$ cat config.mk
export PLATFORM = sky130hd
export DESIGN_NAME = sorted_list_insert_delete
export DESIGN_NICKNAME = d
export VERILOG_FILES = /design/src/hdl/sli_pkg.sv /design/src/hdl/sli_store.sv /design/src/hdl/sorted_list_insert_delete.sv
export SDC_FILE = /design/constraint.sdc
export NUM_CORES = 1
export LEC_CHECK = 0
export ABC_AREA = 1
export BUFFER_PORTS_ARGS = -buffer_cell sky130_fd_sc_hd__buf_2
export CORE_MARGIN = 2
export CORE_UTILIZATION = 30
export DETAILED_ROUTE_END_ITERATION = 8
export GPL_TIMING_DRIVEN = 1
export HOLD_SLACK_MARGIN = 0.08
export SLEW_MARGIN = 20
export SYNTH_ARGS = -nofsm -noshare
export SYNTH_HDL_FRONTEND = slang
export SYNTH_HIERARCHICAL = 1
export SYNTH_SLANG_ARGS = --single-unit
$ cat constraint.sdc
create_clock -name clk -period 7.97 [get_ports clk]
set_input_delay 0.3985 -clock clk [delete_from_list [all_inputs] [get_ports clk]]
set_output_delay 0.3985 -clock clk [all_outputs]
set_load 0.005 [all_outputs]
$ cat src/hdl/sli_pkg.sv
`default_nettype none

package sli_pkg;

  localparam int CAPACITY  = 16;
  localparam int IDX_W     = (CAPACITY > 1) ? $clog2(CAPACITY) : 1;
  localparam int CNT_W     = $clog2(CAPACITY + 1);
  localparam int DATA_W    = 32;
  localparam int STATUS_W  = 3;
  localparam int OUT_CNT_W = 5;

  localparam logic OP_INSERT = 1'b0;
  localparam logic OP_DELETE = 1'b1;

  typedef enum logic [STATUS_W-1:0] {
    ST_INSERTED  = 3'd0,
    ST_DELETED   = 3'd1,
    ST_NOT_FOUND = 3'd2,
    ST_EMPTY     = 3'd3,
    ST_FULL      = 3'd4
  } status_t;

  typedef enum logic [2:0] {
    S_IDLE,
    S_INS_RD,
    S_INS_CMP,
    S_DEL_RD,
    S_DEL_CMP,
    S_DONE
  } state_t;

  typedef struct packed {
    logic              en;
    logic [IDX_W-1:0]  addr;
    logic [DATA_W-1:0] data;
  } wr_req_t;

endpackage

`default_nettype wire

$ cat src/hdl/sli_store.sv
`default_nettype none

module sli_store
  import sli_pkg::*;
(
  input  wire logic                     clk,
  input  wire wr_req_t                  wr,
  input  wire logic [IDX_W-1:0]         rd_addr,
  output logic signed [DATA_W-1:0]      rd_data,
  output logic signed [DATA_W-1:0]      head
);

  logic [DATA_W-1:0] mem [CAPACITY];

  // The head register mirrors entry zero so the smallest value needs no read.
  always_ff @(posedge clk) begin
    if (wr.en) begin
      mem[wr.addr] <= wr.data;
      if (wr.addr == '0) begin
        head <= $signed(wr.data);
      end
    end
    rd_data <= $signed(mem[rd_addr]);
  end

endmodule

`default_nettype wire

$ cat src/hdl/sorted_list_insert_delete.sv
// Sorted list of up to CAPACITY signed 32-bit values, kept in ascending order.
// A command transaction is accepted at a rising edge where start is high and
// busy is low; opcode selects insert or delete and value carries the operand.
// Busy stays high until the result has been shown. Exactly one result follows
// each command: status, entry_count and smallest_value are valid for the one
// cycle in which done is high, and busy falls after that cycle.
// Insert walks the list from its tail, moving each larger entry up by one
// slot; delete walks from the head, finds the first equal entry and moves the
// rest down. Each visited entry passes through the single read port of the
// entry store and a comparison against the key; a full list or an empty
// delete goes straight from idle to the result state. The next command can
// be taken once busy has fallen.
// Reset empties the list; the entry store itself is not swept because no
// value read from a slot beyond the count is ever used. The receiver cannot
// stall results.
`default_nettype none

module sorted_list_insert_delete
  import sli_pkg::*;
(
  input  wire logic                       clk,
  input  wire logic                       rst,
  input  wire logic                       start,
  output logic                            busy,
  input  wire logic                       opcode,
  input  wire logic signed [DATA_W-1:0]   value,
  output logic                            done,
  output logic [STATUS_W-1:0]             status,
  output logic [OUT_CNT_W-1:0]            entry_count,
  output logic signed [DATA_W-1:0]        smallest_value
);

  state_t                     state, state_next;
  logic [CNT_W-1:0]           idx, idx_next;
  logic [CNT_W-1:0]           count, count_next;
  logic                       found, found_next;
  status_t                    stat, stat_next;
  logic signed [DATA_W-1:0]   key;
  wr_req_t                    wr;
  logic [IDX_W-1:0]           rd_addr;
  logic signed [DATA_W-1:0]   rd_data;
  logic signed [DATA_W-1:0]   head;
  logic [CNT_W-1:0]           idx_m1;
  logic [CNT_W-1:0]           count_m1;
  logic                       accept;
  logic                       gt;
  logic                       eq;

  sli_store u_store (
    .clk     (clk),
    .wr      (wr),
    .rd_addr (rd_addr),
    .rd_data (rd_data),
    .head    (head)
  );

  assign accept   = start && !busy;
  assign idx_m1   = idx - CNT_W'(1);
  assign count_m1 = count - CNT_W'(1);
  assign gt       = rd_data > key;
  assign eq       = rd_data == key;

  always_comb begin
    state_next = state;
    unique case (state)
      S_IDLE: begin
        if (accept) begin
          if (opcode == OP_INSERT) begin
            state_next = (count == CNT_W'(CAPACITY)) ? S_DONE : S_INS_RD;
          end else begin
            state_next = (count == '0) ? S_DONE : S_DEL_RD;
          end
        end
      end
      S_INS_RD:  state_next = (idx == '0) ? S_DONE : S_INS_CMP;
      S_INS_CMP: state_next = gt ? S_INS_RD : S_DONE;
      S_DEL_RD:  state_next = (idx == count) ? S_DONE : S_DEL_CMP;
      S_DEL_CMP: state_next = S_DEL_RD;
      S_DONE:    state_next = S_IDLE;
      default:   state_next = S_IDLE;
    endcase
  end

  always_comb begin
    idx_next   = idx;
    count_next = count;
    found_next = found;
    stat_next  = stat;
    wr         = '0;
    rd_addr    = idx_m1[IDX_W-1:0];
    unique case (state)
      S_IDLE: begin
        if (accept) begin
          if (opcode == OP_INSERT) begin
            idx_next  = count;
            stat_next = ST_FULL;
          end else begin
            idx_next   = '0;
            found_next = 1'b0;
            stat_next  = ST_EMPTY;
          end
        end
      end
      S_INS_RD: begin
        if (idx == '0) begin
          wr.en      = 1'b1;
          wr.addr    = '0;
          wr.data    = key;
          count_next = count + CNT_W'(1);
          stat_next  = ST_INSERTED;
        end
      end
      S_INS_CMP: begin
        wr.en   = 1'b1;
        wr.addr = idx[IDX_W-1:0];
        if (gt) begin
          wr.data  = rd_data;
          idx_next = idx_m1;
        end else begin
          wr.data    = key;
          count_next = count + CNT_W'(1);
          stat_next  = ST_INSERTED;
        end
      end
      S_DEL_RD: begin
        rd_addr = idx[IDX_W-1:0];
        if (idx == count) begin
          if (found) begin
            wr.en      = 1'b1;
            wr.addr    = count_m1[IDX_W-1:0];
            wr.data    = '0;
            count_next = count_m1;
            stat_next  = ST_DELETED;
          end else begin
            stat_next = ST_NOT_FOUND;
          end
        end
      end
      S_DEL_CMP: begin
        if (found) begin
          wr.en   = 1'b1;
          wr.addr = idx_m1[IDX_W-1:0];
          wr.data = rd_data;
        end else if (eq) begin
          found_next = 1'b1;
        end
        idx_next = idx + CNT_W'(1);
      end
      S_DONE: begin
      end
      default: begin
      end
    endcase
  end

  always_ff @(posedge clk) begin
    if (rst) begin
      state <= S_IDLE;
      count <= '0;
      found <= 1'b0;
      idx   <= '0;
      stat  <= ST_INSERTED;
    end else begin
      state <= state_next;
      count <= count_next;
      found <= found_next;
      idx   <= idx_next;
      stat  <= stat_next;
    end
  end

  always_ff @(posedge clk) begin
    if (accept) begin
      key <= value;
    end
  end

  assign busy           = state != S_IDLE;
  assign done           = state == S_DONE;
  assign status         = stat;
  assign entry_count    = OUT_CNT_W'(count);
  assign smallest_value = (count != '0) ? head : '0;

  a_count_bound: assert property (@(posedge clk) disable iff (rst)
    count <= CNT_W'(CAPACITY))
    else $error("entry count exceeds capacity");

  a_done_busy: assert property (@(posedge clk) disable iff (rst)
    done |-> busy)
    else $error("result shown while idle");

  a_accept_busy: assert property (@(posedge clk) disable iff (rst)
    (start && !busy) |=> busy)
    else $error("accepted transaction did not raise busy");

  a_done_once: assert property (@(posedge clk) disable iff (rst)
    done |=> !done && !busy)
    else $error("result strobe longer than one cycle");

endmodule

`default_nettype wire

======== Yosys cells after proc, flatten, opt, wreduce, memory -nomap -nowiden ========
Memory sizes are Yosys's and may differ from the RTL's. A register that Yosys moved wholly into a read port is not among the register bits.
Index checks and enable logic that the tools add are counted.
cells by class
  add/sub/neg operators ................... 4
  order comparisons ....................... 1
  eq/ne operators ......................... 15
  muxes and demuxes ....................... 39
  reduce and logical (&&, ||, !) cells .... 17
operators by type and width
  cell                 count
  $mux 37              4
  $pmux 37 s4          1
  $mux 32              2
  $mux 5               7
  $mux 3               11
  $eq 32x32->1         1
  $gt 32x32->1         1
  $pmux 5 s3           2
  $pmux 3 s5           1
  $ne 2x2->1 const B   7
  $pmux 3 s4           1
  $add 5x1->5 const B  2
  $logic_not 5->1      2
  $reduce_and 5->1     2
  $sub 5x1->5 const B  2
  $reduce_bool 3->1    3
  $mux 1               7
  $eq 3x2->1 const B   2
  $eq 3x3->1 const B   2
  $reduce_and 3->1     2
  $eq 5x5->1           1
  $eq 5x5->1 const B   1
  $reduce_bool 5->1    1
  $logic_not 4->1      1
  10 further kinds     10
storage, ports and cells
  flip-flop bits (word level) ............. 81
  memory bits (writable) .................. 512
  bits of input ports ..................... 36
  output and inout port bits .............. 42
  logic and storage cells ................. 84
  memories ................................ 1
memory list
  memory       words  bits a word  rd ports  clocked after Yosys merged registers in  wr ports  RTL line         RTL
  u_store.mem  16     32           1         1                                        1         sli_store.sv:13  logic [DATA_W-1:0] mem [CAPACITY];

======== Longest topological paths before layout ========
  word-level depth ........................ 6
  depth in mapped cells ................... 18
  mapped depth without buffers ............ 18

======== By module ========
Netlist, hierarchy kept.
modules (own cells, without submodules)
  module                     times used  cells an instance  area each (um2)  seq. area each (um2)
  sli_store                  1           2120               22744.3          16015.4
  sorted_list_insert_delete  1           590                4100.2           1301.2

======== Least setup slack after synthesis ========
No wires, ideal clock.
  kind .................................... reg2reg
  start ................................... register count[1] (netlist: entry_count[1])
  end ..................................... memory u_store.mem[12][0] (enable)
  library setup time ...................... 0.421 ns
  data arrival time ....................... 2.937 ns
  data required time ...................... 7.549 ns
  slack ................................... 4.611 ns
  stages on the path, launching flop included .. 10
  buffers on the path ..................... 0
  period minus slack after synthesis ...... 3.359 ns
  cells stage by stage .................... dfxtp_1 > inv_1 > nor2_1 > nor4_2 > nand3_1 > inv_1 > a21oi_1 > o21ai_0 > nand3_1 > nor2_1
RTL lines
  item                      RTL line                          RTL
  start: declaration        sorted_list_insert_delete.sv:35   logic [CNT_W-1:0] count, count_next;
  start signal: assignment  sorted_list_insert_delete.sv:165  count <= count_next;
  end: declaration          sli_store.sv:13

======== Worst setup path in the final report ========
  start ................................... register state[0]
  end ..................................... register u_store.rd_data[10], read port of u_store.mem
on the way
  word-level cells in the longest chain between the ends .. 2
ends and longest elaborated chain
  item                      RTL line                          RTL
  start: declaration        sorted_list_insert_delete.sv:33   state_t state, state_next;
  start signal: assignment  sorted_list_insert_delete.sv:164  state <= state_next;
  $eq 3x2->1                sorted_list_insert_delete.sv:91   unique case (state)
  $mux 4                    sorted_list_insert_delete.sv:91
  named net rd_addr[0]      sorted_list_insert_delete.sv:40   logic [IDX_W-1:0] rd_addr;
  end: declaration          sli_store.sv:9                    output logic signed [DATA_W-1:0] rd_data,
The timed path passes the listed nets, and every way through them passes these cells.
A chain may end at the register's enable or synchronous reset.

==> summary.md <==
| Metric | Value |
|---|---|
| Fin. Hold Viols | 0 |
| Post-Synthesis Cells | 2710 |
| Root buf cell | clkbuf_16 |
| Syn nets | 2783 |
| Total grt overflow | 0 |
| Commonest non-fill, non-tap cell in the layout | nand2_1 |
| Clk pin slew, worst setup/hold paths | 0.06 ns |
| Worst Path Arrival | 4.95 ns |
| Synth cell types | 45 |
| CP Cell Sequence | nand2_1 -> nor2_2 -> xor2_4 -> buf_12 -> inv_8 -> buf_4 -> nand2_1 -> nand3_1 -> nand3_1 -> nand3_1 -> nand2_1 |
| Post-synthesis mux area share | 0% |
| Vias in the first global route | 17094 |
| TNS Setup | 0 ns |
| Final wirelength | 69900 um |
| Max Fclk | 227 MHz |
| Core Region | 88500 sq um |
| Top FF cell, synth | edfxtp_1 |
| Critical Path Start Type | flop |
| Unrepaired setup endpoints after global routing | no |
| Power Dens Cells | 368 nW/um^2 |
| Hold buffer count at cts | 34 |
| YS warnings | 6 |
| Die width | 303 um |
| CTS buffer count | 61 |
| Final Wtd Congestion | 0.815 |
| Initial core utilization | 30.3% |
| Leakage power | 13.4 nW |
| Initial antenna violation count | 0 |
| Setup CP Type | flop to flop |
| Post-CTS Setup Repair Bufs | 0 |
| Ports | 78 |
| Synth Register Bits | 593 |
| Clock sinks | 593 |
| Max-slew violation count | 0 |
| Number of flops mapped to enable cells by yosys | 544 |
| XOR/XNOR Fraction of Synth Area | 0.326% |
| Layout cells sized above 1 | 9.14% |
| Iteration-0 DRC Markers | 1539 |
| CP peak stage delay | 0.88 ns |
| Most frequent cells in the layout | 859 x nand2_1, 544 x edfxtp_1, 490 x inv_1 |
| CP Max Fanout | 168 |
| Post-cts sizing count | 0 |
| CTS tree | done |
| Largest family of logic cells by synthesized area | simple AND/OR/NAND/NOR gates |
| Site Rows | 109 |
| Reg2Reg Setup Slack | 3.57 ns |
| Clock Skews | 0.0513 ns |
| Final setup viols | 0 |
| DIE AREA | 91900 sq um |
| GRT Total Usage | 15.1% |
| Post-synthesis simple-gate area fraction | 21.3% |
| Vias | 18237 |
| Global-route wire length before repair | 105000 um |
| Hpwl dp | 35900 um |
| Final WS setup | 3.57 ns |
| Area delta synth->final | 14.0% |
| Largest net degree at the start of global routing | 169 |
| CTS Buffer Depth | 3 |
| Critical path required time | 8.51 ns |
| Slowest cell on the critical path | inv_8 |
| Maximum vdd drop | 0.319 mV |
| Drt wl/cell | 17.4 um |
| Worst Setup End Kind | flop |
| Slew HR | 23.8% |
| Period utilization | 55.3% |
| Status | finished clean |
| Register area share after synthesis | 64.5% |
| Synth Cell Area | 26800 sq um |
| Clk Latency, worst-skew pair | 0.65 ns |
| PortBufs | 77 |
| Adder-cell share of the synthesized area | 1.72% |
| Worst slew pin tran | 1.14 ns |
| Min-Delay Path Class | primary input to flop |
| Max-cap viol count | 0 |
| Final #Nets | 2866 |
| Synth Area in Compound Gates | 1.95% |
| ANT nets after route | 0 |
| Drt drc | 0 |
| Crit path time final | 4.40 ns |
| DR vias/cell | 4.55 |
| Asr flop ratio synth | 0% |
| # diodes | 0 |
| Number of H-tree levels | 2 |
| Vert. Die Dim | 303 um |
| First drt pass iteration count | 7 |
| Post-Place Worst Slack | 3.65 ns |
| Syn_area_per_cell | 9.91 sq um |
==> path summary, 6_finish.rpt <==
path                          start  cells after the start                     endpoint
max reg2reg   state[0]$_SDFFE_PP0P_                     11  u_store/rd_data[10]$_DFF_P_
max           state[0]$_SDFFE_PP0P_                     11  u_store/rd_data[10]$_DFF_P_
min reg2reg  status[1]$_SDFFE_PP0P_                      2       status[1]$_SDFFE_PP0P_
min                           start                      3        state[1]$_SDFFE_PP0P_
==> per-layer routing <==
layer	up-vias	track usage, %	share of wire (%)
li1	8885	-	-
met1	8715	20.2	44
met2	524	25.3	48
met3	113	2.19	6.1
met4	0	4.36	2.4
met5	-	0	0
==> metrics by stage <==
step                hold slack [ns]  utilization [%]  total power, mW  std cells  area [sq um]
finish                        0.199             34.6             11.3       4011         30600
global route                  0.222             34.6             12.0       4011         30600
CTS                           0.175             34.6             11.4       4011         30600
detailed placement            0.456             32.0             8.56       3861         28300
global placement              0.452             31.9             8.50       3859         28300
floorplan                     0.451                -             7.21       2710         26800
==> power breakdown <==
part / internal (mW) / switching [mW] / total, mW
registers: 4.04 / 0.180 / 4.22
logic: 1.20 / 3.08 / 4.28
clock network: 1.54 / 1.23 / 2.76
total: 6.78 / 4.49 / 11.3
==> final cells by class <==
| class | count | area [sq um] |
|---|---|---|
| inverters | 506 | 1910 |
| fillers | 8808 | 57900 |
| repair buffers | 141 | 996 |
| flip-flops and latches | 593 | 17300 |
| clock inverters | 41 | 332 |
| well taps | 1165 | 1460 |
| clock buffers | 75 | 1610 |
| multi-input cells | 1490 | 6980 |
==> kinds of logic (layout without fill, tap and decap cells) <==
logic type / Yosys count / after routing
compound gates: 93 / 93
xor+xnor: 10 / 10
fa+ha+maj: 37 / 37
buf+inv: 627 / 763
flops: 593 / 593
simple gates: 1350 / 1350
==> critical path: cells and delay by family, from the launching register on <==
| kind | cells | cell delay (ns) |
|---|---|---|
| flip-flops | 1 | 0.43 |
| AND/OR/NAND/NOR | 7 | 1.44 |
| XOR/XNOR | 1 | 0.14 |
| buffers and inverters | 3 | 2.09 |
==> flip-flops by register name, summed over array words and instances, names as in the netlist <==
register / count
entry_count: 5
state: 3
status: 3
u_store/head: 1
key: 32
found: 1
idx: 5
u_store/mem: 511
u_store/rd_data: 32
==> cells in the mapped netlist (3+ instances only) <==
| cell | count | share of area [%] |
|---|---|---|
| clkbuf_1 | 12 | 0.17 |
| edfxtp_1 | 544 | 61 |
| nand2_1 | 859 | 12 |
| buf_6 | 33 | 1.4 |
| nand4_1 | 9 | 0.21 |
| ha_1 | 37 | 1.7 |
| buf_4 | 9 | 0.25 |
| buf_2 | 49 | 0.91 |
| a21o_1 | 3 | 0.084 |
| a22oi_1 | 3 | 0.084 |
| o31ai_1 | 4 | 0.11 |
| a21oi_2 | 3 | 0.098 |
| dfxtp_1 | 49 | 3.7 |
| nor2_1 | 52 | 0.73 |
| nand3_1 | 404 | 7.5 |
| a21oi_1 | 26 | 0.48 |
| buf_1 | 16 | 0.22 |
| nand2_2 | 6 | 0.14 |
| inv_2 | 11 | 0.15 |
| o21ai_0 | 34 | 0.63 |
| nor3_1 | 4 | 0.075 |
| o21ai_1 | 10 | 0.19 |
| o22ai_1 | 4 | 0.093 |
| nor2_2 | 3 | 0.070 |
| xor2_1 | 8 | 0.26 |
| inv_1 | 492 | 6.9 |
No activity file was read; power rests on OpenSTA's default activity.
